[src/rtl/core/nnsa_pkg.sv]
// ----------------------------------------------------------------------------
// nnsa_pkg
// Shared codes and field widths of the nearest-neighbor source address block.
// ----------------------------------------------------------------------------
package nnsa_pkg;

   // request fields
   localparam int BATCH_W    = 8;
   localparam int CHAN_W     = 12;
   localparam int OCOORD_W   = 12;
   localparam int REQ_DATA_W = 48;   // 44 bits of fields, padded to bytes

   // response fields
   localparam int SRC_W      = 12;
   localparam int SRC_IDX_W  = 32;
   localparam int RSP_DATA_W = 64;   // 57 bits of fields, padded to bytes
   localparam int RSP_PAD_W  = RSP_DATA_W - (2 * SRC_W + SRC_IDX_W + 1);

   // configuration port
   localparam int DIM_W       = 13;
   localparam int SCALE_W     = 24;
   localparam int CSR_IDX_W   = 3;
   localparam int CSR_DATA_W  = 24;

   typedef enum logic [CSR_IDX_W-1:0] {
      REG_INPUT_HEIGHT  = 3'd0,
      REG_INPUT_WIDTH   = 3'd1,
      REG_CHANNEL_COUNT = 3'd2,
      REG_COORD_MODE    = 3'd3,
      REG_LAYOUT_NHWC   = 3'd4,
      REG_ROW_SCALE     = 3'd5,
      REG_COL_SCALE     = 3'd6
   } csr_reg_type;

   typedef enum logic [1:0] {
      MODE_FLOOR       = 2'd0,
      MODE_ALIGN_ROUND = 2'd1,
      MODE_HALF_PIXEL  = 2'd2,
      MODE_ONNX_HALF   = 2'd3
   } coord_mode_type;

endpackage

[src/rtl/core/nearest_neighbor_source_address.sv]
// ----------------------------------------------------------------------------
// nearest_neighbor_source_address
// Maps an output coordinate of a nearest-neighbor resize to its source row,
// column and flat element index (NHWC or NCHW), with an index overflow flag.
// ----------------------------------------------------------------------------
// One coordinate enters per clock while the response side takes data; its
// result leaves through a five-stage pipeline: the row and column scale
// multiplies, the coordinate rounding and clamp, then two multiply-accumulate
// stages and a final add that build the flat index. Each stage holds its item
// while the next one is full and cannot advance, so bubbles close up and
// throughput stays at one transfer per cycle as long as the response side takes
// data. Configuration registers must only be written while no transfer is in flight.
// ----------------------------------------------------------------------------
module nearest_neighbor_source_address #(
   parameter int COORD_BITS      = 12,
   parameter int INDEX_BITS      = 32,
   parameter int SCALE_FRAC_BITS = 16
) (
   input  logic                               clock,
   input  logic                               reset,
   // batch_idx[7:0], chan_idx[19:8], out_row[31:20], out_col[43:32]
   input  logic [nnsa_pkg::REQ_DATA_W-1:0]    req_tdata,
   input  logic                               req_tvalid,
   output logic                               req_tready,
   // src_row[11:0], src_col[23:12], src_index[55:24], index_overflow[56]
   output logic [nnsa_pkg::RSP_DATA_W-1:0]    rsp_tdata,
   output logic                               rsp_tvalid,
   input  logic                               rsp_tready,
   input  logic                               csr_we,
   input  logic [nnsa_pkg::CSR_IDX_W-1:0]     csr_index,
   input  logic [nnsa_pkg::CSR_DATA_W-1:0]    csr_wdata
);
   import nnsa_pkg::*;

   localparam int DW  = COORD_BITS + 1;                  // effective dimension
   localparam int CW  = (DW > DIM_W) ? DW : DIM_W;       // dimension compare width
   localparam int MW  = OCOORD_W + 1;                    // 2o or 2o+1
   localparam int PW  = MW + SCALE_W;                    // scaled coordinate
   localparam int A1W = BATCH_W + DW + 1;
   localparam int M1W = A1W + DW;
   localparam int A2W = M1W + 1;
   localparam int M2W = A2W + DW;
   localparam int IW  = M2W + 1;
   localparam int WW  = ((IW > INDEX_BITS) ? IW : INDEX_BITS) + 1;

   // ---------------- configuration registers ----------------
   logic [DIM_W-1:0]   height_ff, width_ff, chans_ff;
   logic [1:0]         mode_ff;
   logic               nhwc_ff;
   logic [SCALE_W-1:0] row_scale_ff, col_scale_ff;

   always_ff @(posedge clock) begin
      if (reset) begin
         height_ff    <= DIM_W'(1);
         width_ff     <= DIM_W'(1);
         chans_ff     <= DIM_W'(1);
         mode_ff      <= MODE_FLOOR;
         nhwc_ff      <= 1'b0;
         row_scale_ff <= SCALE_W'(1) << SCALE_FRAC_BITS;
         col_scale_ff <= SCALE_W'(1) << SCALE_FRAC_BITS;
      end else if (csr_we) begin
         unique case (csr_index)
            REG_INPUT_HEIGHT:  height_ff    <= csr_wdata[DIM_W-1:0];
            REG_INPUT_WIDTH:   width_ff     <= csr_wdata[DIM_W-1:0];
            REG_CHANNEL_COUNT: chans_ff     <= csr_wdata[DIM_W-1:0];
            REG_COORD_MODE:    mode_ff      <= csr_wdata[1:0];
            REG_LAYOUT_NHWC:   nhwc_ff      <= csr_wdata[0];
            REG_ROW_SCALE:     row_scale_ff <= csr_wdata[SCALE_W-1:0];
            REG_COL_SCALE:     col_scale_ff <= csr_wdata[SCALE_W-1:0];
            default: ;
         endcase
      end
   end

   // zero acts as 1, anything above 2^COORD_BITS saturates
   function automatic logic [DW-1:0] eff_dim(input logic [DIM_W-1:0] d);
      logic [CW-1:0] dx;
      logic [CW-1:0] cap;
      dx  = CW'(d);
      cap = CW'(1) << COORD_BITS;
      if (d == '0)
         return DW'(1);
      else if (dx > cap)
         return DW'(cap);
      else
         return DW'(dx);
   endfunction

   logic [DW-1:0]         dim_h, dim_w, dim_c;
   logic [COORD_BITS-1:0] hm1, wm1;

   assign dim_h = eff_dim(height_ff);
   assign dim_w = eff_dim(width_ff);
   assign dim_c = eff_dim(chans_ff);
   assign hm1   = COORD_BITS'(dim_h - DW'(1));
   assign wm1   = COORD_BITS'(dim_w - DW'(1));

   // product holds 2*o*s (modes 0,1) or (2o+1)*s (modes 2,3), shift by F+1
   function automatic logic [COORD_BITS-1:0] map_coord(input logic [PW-1:0] p,
                                                       input logic [1:0] mode,
                                                       input logic [COORD_BITS-1:0] dm1);
      logic [PW:0] half;
      logic [PW:0] s;
      logic [PW:0] v;
      half = (PW+1)'(1) << SCALE_FRAC_BITS;
      case (mode)
         MODE_ALIGN_ROUND: s = {1'b0, p} + half;
         MODE_ONNX_HALF:   s = ({1'b0, p} < half) ? '0 : ({1'b0, p} - half);
         default:          s = {1'b0, p};
      endcase
      v = s >> (SCALE_FRAC_BITS + 1);
      if (v > (PW+1)'(dm1))
         return dm1;
      else
         return COORD_BITS'(v);
   endfunction

   // ---------------- pipeline control ----------------
   logic v1_ff, v2_ff, v3_ff, v4_ff, v5_ff;
   logic en1, en2, en3, en4, en5;

   assign en5 = !v5_ff || rsp_tready;
   assign en4 = !v4_ff || en5;
   assign en3 = !v3_ff || en4;
   assign en2 = !v2_ff || en3;
   assign en1 = !v1_ff || en2;
   assign req_tready = en1;

   always_ff @(posedge clock) begin
      if (reset) begin
         v1_ff <= 1'b0;
         v2_ff <= 1'b0;
         v3_ff <= 1'b0;
         v4_ff <= 1'b0;
         v5_ff <= 1'b0;
      end else begin
         if (en1) v1_ff <= req_tvalid;
         if (en2) v2_ff <= v1_ff;
         if (en3) v3_ff <= v2_ff;
         if (en4) v4_ff <= v3_ff;
         if (en5) v5_ff <= v4_ff;
      end
   end

   // ---------------- stage 1: scale multiplies ----------------
   logic [BATCH_W-1:0]  req_batch;
   logic [CHAN_W-1:0]   req_chan;
   logic [OCOORD_W-1:0] req_row, req_col;

   assign req_batch = req_tdata[BATCH_W-1:0];
   assign req_chan  = req_tdata[BATCH_W +: CHAN_W];
   assign req_row   = req_tdata[BATCH_W+CHAN_W +: OCOORD_W];
   assign req_col   = req_tdata[BATCH_W+CHAN_W+OCOORD_W +: OCOORD_W];

   logic [PW-1:0]         prow_ff, pcol_ff, prow_in, pcol_in;
   logic [BATCH_W+DW-1:0] p0_ff, p0_in;
   logic [CHAN_W-1:0]     c1_ff;

   assign prow_in = PW'({req_row, mode_ff[1]}) * PW'(row_scale_ff);
   assign pcol_in = PW'({req_col, mode_ff[1]}) * PW'(col_scale_ff);
   assign p0_in   = (BATCH_W+DW)'(req_batch) * (BATCH_W+DW)'(nhwc_ff ? dim_h : dim_c);

   always_ff @(posedge clock) begin
      if (en1) begin
         prow_ff <= prow_in;
         pcol_ff <= pcol_in;
         p0_ff   <= p0_in;
         c1_ff   <= req_chan;
      end
   end

   // ---------------- stage 2: round, clamp, first accumulate ----------------
   logic [COORD_BITS-1:0] r2_ff, q2_ff, r2_in, q2_in;
   logic [A1W-1:0]        a1_ff, a1_in;
   logic [CHAN_W-1:0]     c2_ff;

   assign r2_in = map_coord(prow_ff, mode_ff, hm1);
   assign q2_in = map_coord(pcol_ff, mode_ff, wm1);
   assign a1_in = A1W'(p0_ff) + (nhwc_ff ? A1W'(r2_in) : A1W'(c1_ff));

   always_ff @(posedge clock) begin
      if (en2) begin
         r2_ff <= r2_in;
         q2_ff <= q2_in;
         a1_ff <= a1_in;
         c2_ff <= c1_ff;
      end
   end

   // ---------------- stage 3: second multiply ----------------
   logic [M1W-1:0]        m1_ff, m1_in;
   logic [COORD_BITS-1:0] r3_ff, q3_ff;
   logic [CHAN_W-1:0]     c3_ff;

   assign m1_in = M1W'(a1_ff) * M1W'(nhwc_ff ? dim_w : dim_h);

   always_ff @(posedge clock) begin
      if (en3) begin
         m1_ff <= m1_in;
         r3_ff <= r2_ff;
         q3_ff <= q2_ff;
         c3_ff <= c2_ff;
      end
   end

   // ---------------- stage 4: add and third multiply ----------------
   logic [A2W-1:0]        a2;
   logic [M2W-1:0]        m2_ff, m2_in;
   logic [COORD_BITS-1:0] r4_ff, q4_ff;
   logic [CHAN_W-1:0]     c4_ff;

   assign a2    = A2W'(m1_ff) + (nhwc_ff ? A2W'(q3_ff) : A2W'(r3_ff));
   assign m2_in = M2W'(a2) * M2W'(nhwc_ff ? dim_c : dim_w);

   always_ff @(posedge clock) begin
      if (en4) begin
         m2_ff <= m2_in;
         r4_ff <= r3_ff;
         q4_ff <= q3_ff;
         c4_ff <= c3_ff;
      end
   end

   // ---------------- stage 5: final add, overflow, output register ----------------
   logic [IW-1:0]        idx;
   logic [WW-1:0]        idx_w, idx_lo;
   logic [SRC_W-1:0]     row_ff, col_ff;
   logic [SRC_IDX_W-1:0] index_ff, index_in;
   logic                 ovf_ff, ovf_in;

   assign idx      = IW'(m2_ff) + (nhwc_ff ? IW'(c4_ff) : IW'(q4_ff));
   assign idx_w    = WW'(idx);
   assign idx_lo   = idx_w & ((WW'(1) << INDEX_BITS) - WW'(1));
   assign ovf_in   = (idx_w >> INDEX_BITS) != '0;
   assign index_in = SRC_IDX_W'(idx_lo);

   always_ff @(posedge clock) begin
      if (en5) begin
         row_ff   <= SRC_W'(r4_ff);
         col_ff   <= SRC_W'(q4_ff);
         index_ff <= index_in;
         ovf_ff   <= ovf_in;
      end
   end

   assign rsp_tvalid = v5_ff;
   assign rsp_tdata  = {RSP_PAD_W'(0), ovf_ff, index_ff, col_ff, row_ff};

   // ---------------- assertions ----------------
   a_reset_empty: assert property (@(posedge clock)
      (!reset && $past(reset)) |-> !rsp_tvalid)
      else $error("response valid right after reset");

   a_accept_enters: assert property (@(posedge clock) disable iff (reset)
      (req_tvalid && req_tready) |=> v1_ff)
      else $error("accepted transfer did not enter stage 1");

   a_stall_holds: assert property (@(posedge clock) disable iff (reset)
      (v4_ff && rsp_tvalid && !rsp_tready) |=> (v4_ff && rsp_tvalid))
      else $error("stalled pipeline dropped an item");

endmodule
[config.mk]
export PLATFORM = sky130hd
export DESIGN_NAME = nearest_neighbor_source_address
export DESIGN_NICKNAME = d
export VERILOG_FILES = /design/src/rtl/core/nnsa_pkg.sv /design/src/rtl/core/nearest_neighbor_source_address.sv
export SDC_FILE = /design/constraint.sdc
export NUM_CORES = 2
export LEC_CHECK = 0
export ABC_AREA = 1
export BUFFER_PORTS_ARGS = -buffer_cell sky130_fd_sc_hd__buf_2
export CAP_MARGIN = 20
export CORE_MARGIN = 2
export CORE_UTILIZATION = 35
export CTS_CLUSTER_DIAMETER = 150
export DETAILED_ROUTE_END_ITERATION = 16
export PLACE_DENSITY = 0.56
export SYNTH_ARGS = -nofsm -noshare
export SYNTH_HDL_FRONTEND = slang
export SYNTH_SLANG_ARGS = --single-unit
[constraint.sdc]
create_clock -name clock -period 10.3 [get_ports clock]
set_input_delay 2.06 -clock clock [delete_from_list [all_inputs] [get_ports clock]]
set_output_delay 2.06 -clock clock [all_outputs]
set_load 0.03 [all_outputs]
Word level (Yosys, flattened, before mapping)
Cells that the tools add are included.
W data, S select, Z words.
{"block": "classes", "n_shift": 0, "div_mod_pow": 0, "muxes": 18, "bitwise_logic": 0, "n_addsub": 9, "n_reduce_logical": 22, "n_eq_ne": 8, "magnitude_cmp": 7, "n_mul": 5}
{"cell": "$pmux W38 S2", "n": 2}
{"cell": "$mux W13", "n": 9}
{"cell": "$add A37 B17 Y38 const B", "n": 2}
{"cell": "$mux W38", "n": 2}
{"cell": "$sub A37 B17 Y38 const B", "n": 2}
{"cell": "$lt A37 B17 Y1 const B", "n": 2}
{"cell": "$mul A13 B24 Y37", "n": 2}
{"cell": "$mux W12", "n": 5}
{"cell": "$reduce_bool A51 Y1", "n": 1}
{"cell": "$add A49 B12 Y50", "n": 1}
{"cell": "$mul A36 B13 Y49", "n": 1}
{"cell": "$gt A21 B12 Y1", "n": 2}
{"cell": "$gt A13 B13 Y1 const B", "n": 3}
{"cell": "$logic_not A13 Y1", "n": 3}
{"cell": "$add A35 B12 Y36", "n": 1}
{"cell": "$mul A22 B13 Y35", "n": 1}
{"cell": "$sub A12 B1 Y12 const B", "n": 2}
{"cell": "$add A21 B12 Y22", "n": 1}
{"cell": "$mul A8 B13 Y21", "n": 1}
{"cell": "$reduce_and A2 Y1", "n": 7}
{"cell": "$eq A3 B3 Y1 const B", "n": 3}
{"cell": "$eq A3 B2 Y1 const B", "n": 2}
{"cell": "$logic_not A1 Y1", "n": 5}
{"cell": "$logic_or A1 B1 Y1", "n": 5}
{"cell": "4 further kinds", "n": 4}
{"block": "totals", "input_bits": 80, "word_cells": 101, "output_inout_bits": 66, "ramBits": 0, "register_bits": 473, "latch_bits": 0, "memories": 0, "rom_bits": 0}

Depth between registers and ports, before layout
{"block": "depth", "ltp_word": 8, "depth_mapped": 40, "ltp_nobuf": 37}

Worst setup path before layout
No wires, ideal clock.
{"block": "synth_timing", "kind": "input-to-output", "startpoint": "input port rsp_tready", "endpoint": "output port req_tready", "slack_ns": -0.436, "cell_stages": 8, "t_required_ns": 8.240, "arrival_time_ns": 8.676, "path_buffers": 0, "cell_sequence": "nor2_1 > inv_1 > nor2_1 > inv_1 > nor2_1 > inv_1 > nor2_1 > nand2_1"}
{"block": "synth_between", "elab_chain_cells": 5}
{"element": "start: declaration", "line_no": "nearest_neighbor_source_address.sv:28", "text": "input logic rsp_tready,"}
{"element": "$logic_or A1 B1 Y1", "line_no": "nearest_neighbor_source_address.sv:122", "text": "assign en5 = !v5_ff || rsp_tready;"}
{"element": "named net en5", "line_no": "nearest_neighbor_source_address.sv:120", "text": "logic en1, en2, en3, en4, en5;"}
{"element": "$logic_or A1 B1 Y1", "line_no": "nearest_neighbor_source_address.sv:123", "text": "assign en4 = !v4_ff || en5;"}
{"element": "named net en4", "line_no": "nearest_neighbor_source_address.sv:120"}
{"element": "$logic_or A1 B1 Y1", "line_no": "nearest_neighbor_source_address.sv:124", "text": "assign en3 = !v3_ff || en4;"}
{"element": "named net en3", "line_no": "nearest_neighbor_source_address.sv:120"}
{"element": "$logic_or A1 B1 Y1", "line_no": "nearest_neighbor_source_address.sv:125", "text": "assign en2 = !v2_ff || en3;"}
{"element": "$logic_or A1 B1 Y1", "line_no": "nearest_neighbor_source_address.sv:126", "text": "assign en1 = !v1_ff || en2;"}
{"element": "end: declaration", "line_no": "nearest_neighbor_source_address.sv:24", "text": "output logic req_tready,"}
The timed path passes the listed nets, and every way through them passes these cells.

Worst setup path after layout
{"block": "layout_timing", "startpoint": "register nhwc_ff", "endpoint": "register m2_ff[36], data pin"}
{"block": "layout_between", "elab_chain_cells": 3, "word_cells_on_any_way": 4, "classes_between": "add/sub: 1; mul: 1; mux: 2"}
{"element": "start: declaration", "line_no": "nearest_neighbor_source_address.sv:49", "text": "logic nhwc_ff;"}
{"element": "start signal: assignment", "line_no": "nearest_neighbor_source_address.sv:67", "text": "REG_LAYOUT_NHWC: nhwc_ff <= csr_wdata[0];"}
{"element": "$mux W12", "line_no": "nearest_neighbor_source_address.sv:212", "text": "assign a2 = A2W'(m1_ff) + (nhwc_ff ? A2W'(q3_ff) : A2W'(r3_ff));"}
{"element": "$add A35 B12 Y36", "line_no": "nearest_neighbor_source_address.sv:212"}
{"element": "$mul A36 B13 Y49 *", "line_no": "nearest_neighbor_source_address.sv:213", "text": "assign m2_in = M2W'(a2) * M2W'(nhwc_ff ? dim_c : dim_w);"}
{"element": "named net m2_in[36]", "line_no": "nearest_neighbor_source_address.sv:208", "text": "logic [M2W-1:0] m2_ff, m2_in;"}
{"element": "end signal: assignment", "line_no": "nearest_neighbor_source_address.sv:217", "text": "m2_ff <= m2_in;"}
{"element": "end: declaration", "line_no": "nearest_neighbor_source_address.sv:208"}
The timed path passes the listed nets; every way through them passes the cells marked *.
A chain may end at the register's enable or synchronous reset.

==> results by group <==
Power
  • Part of the power in registers: 25.7%
  • Internal: approximately 6.2 mW
  • Maximum vdd drop: between 0.2 and 0.25 mV
  • Leakage: 36.4 nW
  • Comb pwr share: between 50% and 60%
  • Sw Share: about half
  • Pwr Total: between 10 and 15 mW
  • Pwr per Cell Area: 169 nW/um2
  • Clock Power Share: between 10% and 20%
  • Switching Power: between 6 and 7 mW

Detailed routing
  • Vias/cell: 4.94
  • Wirelength per Cell: about 19 um
  • Post-DRT Antenna Nets: 0
  • Via count: between 50,000 and 60,000
  • Drt first pass iters: 5
  • Final WL: about 210,000 um
  • DRC: 0
  • DRT iter0 DRCs: ~3,700

Global routing
  • Overall Global Routing Usage: between 20 and 25%
  • Vias in the first global route: roughly 57,000
  • First-pass GRT wire length: roughly 330,000 um
  • Met1 Track Usage GR: between 20% and 30%
  • Grt peak-use layer: met2
  • M2 GR Usage: 35.1%
  • Global route overflow: 0
  • Largest net degree at the start of global routing: 90
  • Initial antenna violation count: 13
  • Grt met3 use: under 10%

Placed design
  • Detail Placement HPWL: 169,000 um
  • Cell Area, Placed: 72,000 um2
  • RD Place Congestion: ~0.9
  • Port Buf Inserts: 134

Synthesis
  • EDFF count, synth: 346
  • Top cells by area, synth: fa_1, edfxtp_1, nand2_1
  • Sequential element share of the synthesized area: between 15 and 20%
  • #FFs+latches synth: ~440
  • Synthesized area per cell: between 8 and 9 um2
  • Async set-reset flop share out of synthesis: 0%
  • Synth Warn #: 0
  • Post-synth cell types: 73
  • Synth area leader: fa_1
  • Main flop type after synthesis: edfxtp_1
  • Synth top area share: between 30 and 40%
  • Mapped Cells: ~8,500
  • Cell Area, Synth: 68,900 um2

Layout
  • Area of the multi-input gates: 48,500 um2
  • Fill cell count: about 20,000
  • Area Overhead vs Synth: 7.24%
  • Nets: approximately 10,000
  • Area occupied by registers: approximately 12,000 um2
  • Fraction of layout cells with a size suffix above 1: between 4 and 5%
  • Finished Cell Area: roughly 74,000 um2

Setup path
  • Setup CP Type: register to register
  • Crit. End Element: register
  • Critical Path Slowest Stage Cell: dfxtp_2
  • Crit start category: register
  • Critical path's top delay family: adder cells
  • Worst-path maximum fanout: 28
  • Arr. time, crit path: approximately 9.4 ns
  • CP Buf/Inv Count: 6
  • Crit path largest cell delay: roughly 0.65 ns
  • CP required: ~11 ns

Die
  • Die Ht: between 400 and 500 um
  • Die W: between 400 and 500 um
  • Die area: ~200,000 um2
  • Core area: between 150,000 and 200,000 um2
  • # IOs: 146
  • Initial Util: 35.3%
  • Row count: about 160

Clocking
  • CTS tree: done
  • Clk slew on worst S/H paths: around 0.07 ns
  • Setup Buffers After CTS: 0
  • Num CTS Buffers: 52
  • Post-CTS sizing: 0
  • H-tree levels: 2
  • Clk Tree Root Cell: clkbuf_16
  • Clock latency on the worst-skew pair: 0.67 ns
  • Longest Clk Path Bufs: 3
  • Total clock sinks: 441
  • # hold bufs at CTS: 0

Run
  • Max-Cap Viols: 0

Outcome
  • Outcome: completed

STA
  • Relative slew margins: about 22%
  • Min cycle time layout: between 8 and 9 ns
  • Final Cycle Share: between 80% and 90%
  • Setup TNS Final: 0 ns
  • Clock Skews: ~0.036 ns
  • Worst slew pin tran: ~1.2 ns
  • RSZ-0062 raised after global routing: no
  • Final setup viols: 0
  • Worst hold margin: between 0.3 and 0.4 ns
  • Max Clk Rate: between 100 and 150 MHz
  • Fin. Hold Viols: 0
  • Final Max Slew Viols: 0

Min path
  • Hold/Removal Path Class: register to register
state kept, by name, indices dropped and copies added (netlist names), 13 cells and up:
register,flops
m2_ff,49
m1_ff,35
index_ff,32
col_scale_ff,24
row_scale_ff,24
a1_ff,22
p0_ff,21
pcol_ff,21
prow_ff,21
chans_ff,13
height_ff,13
width_ff,13
area by class of cell:
type / instances / area share [%]
Clock buffer: 65 / 1.91
Antenna cell: 4 / 0.0136
Tap cell: 2624 / 4.45
Inverter: 1837 / 9.34
Sequential cell: 441 / 16.7
Timing Repair Buffer: 181 / 1.40
Multi-Input combinational cell: 5925 / 65.7
Clock inverter: 32 / 0.512
synth_stat cells, drive strengths merged, types with 38 or more instances:
library cell	number
nand2	2001
inv	1826
fa	1145
nor2	818
ha	437
edfxtp	346
nand3	305
a21oi	280
o21ai	277
xor2	187
clkbuf	186
nand4	99
dfxtp	95
buf	91
nor3	82
xnor2	64
or2	38
cell usage in the layout (no fill, tap or decap), types with 7 or more instances in the layout:
master,count
and2_1,15
nor2_2,14
nor3_1,77
a21o_1,24
o21bai_1,15
a21boi_0,8
ha_1,437
inv_2,28
nor4_1,21
nand4_1,90
or2_1,14
xnor2_1,62
buf_4,46
nand2_1,1981
o21a_1,15
edfxtp_1,346
o21ai_1,21
a21oi_1,277
or2_2,23
clkinv_2,7
a221oi_1,7
nand2_2,18
nand3b_1,8
nand3_1,298
conb_1,7
xor2_1,184
a31oi_1,24
nor2_1,793
clkbuf_1,8
nand4_2,8
inv_1,1796
nor2_4,10
dfxtp_1,93
clkbuf_16,53
clkinv_1,15
o21ai_0,251
buf_2,134
fa_1,1145
layer usage:
metal	wire length, um	up-vias	part of all wire [%]
met5	53	-	0.026
met4	8550	8	4.1
met3	12900	341	6.2
met2	98200	1714	48
met1	86900	27200	42
li1	-	25600	-
power groups by stage:
stage | combinational [mW] | sequential [mW] | clock, mW
finish | 7.36 | 3.22 | 1.92
global route | 8.25 | 3.28 | 2.05
CTS | 7.35 | 3.23 | 1.98
detailed placement | 7.32 | 3.26 | 0
global placement | 7.24 | 3.25 | 0
floorplan | 5.08 | 3.09 | 0
through the flow:
| step | worst slack, ns | util, % | std cells |
|---|---|---|---|
| floorplan | 0.291 | - | 8480 |
| global placement | 1.49 | 36.9 | 11000 |
| detailed placement | 1.47 | 36.9 | 11000 |
| CTS | 1.46 | 37.8 | 11100 |
| global route | 0.848 | 37.8 | 11100 |
| finish | 1.39 | 37.8 | 11100 |
worst register-to-register path: cells and delay by family, from the launching register on:
kind	cells	cell delay (ns)
buffers and inverters	6	0.68
xor gates and xnor gates	2	0.70
adders and majority gates	8	3.83
and+or+nand+nor	9	1.12
DFF	1	0.65
AOI/OAI and AO/OA	7	1.79
worst paths after layout:
| kind | startpoint | end | slack [ns] | cells after the start |
|---|---|---|---|---|
| hold reg to reg | r4_ff[2] | row_ff[2] | 0.40 | 0 |
| hold / removal | r4_ff[2] | row_ff[2] | 0.40 | 0 |
| setup / recovery | nhwc_ff | m2_ff[36] | 1.39 | 32 |
| setup reg to reg | nhwc_ff | m2_ff[36] | 1.39 | 32 |
logic make-up (layout without fill, tap and decap cells):
logic type,count (synthesis),after routing,synth area share (%)
fa+ha+maj,1582,1582,41.2
other cells,1,11,0.00545
flops,441,441,17.9
buf+inv,2114,2115,11.7
compound gates,686,686,5.49
xor+xnor,251,251,3.25
simple gates,3399,3399,20.4
Power figures use the tool's default switching activity.
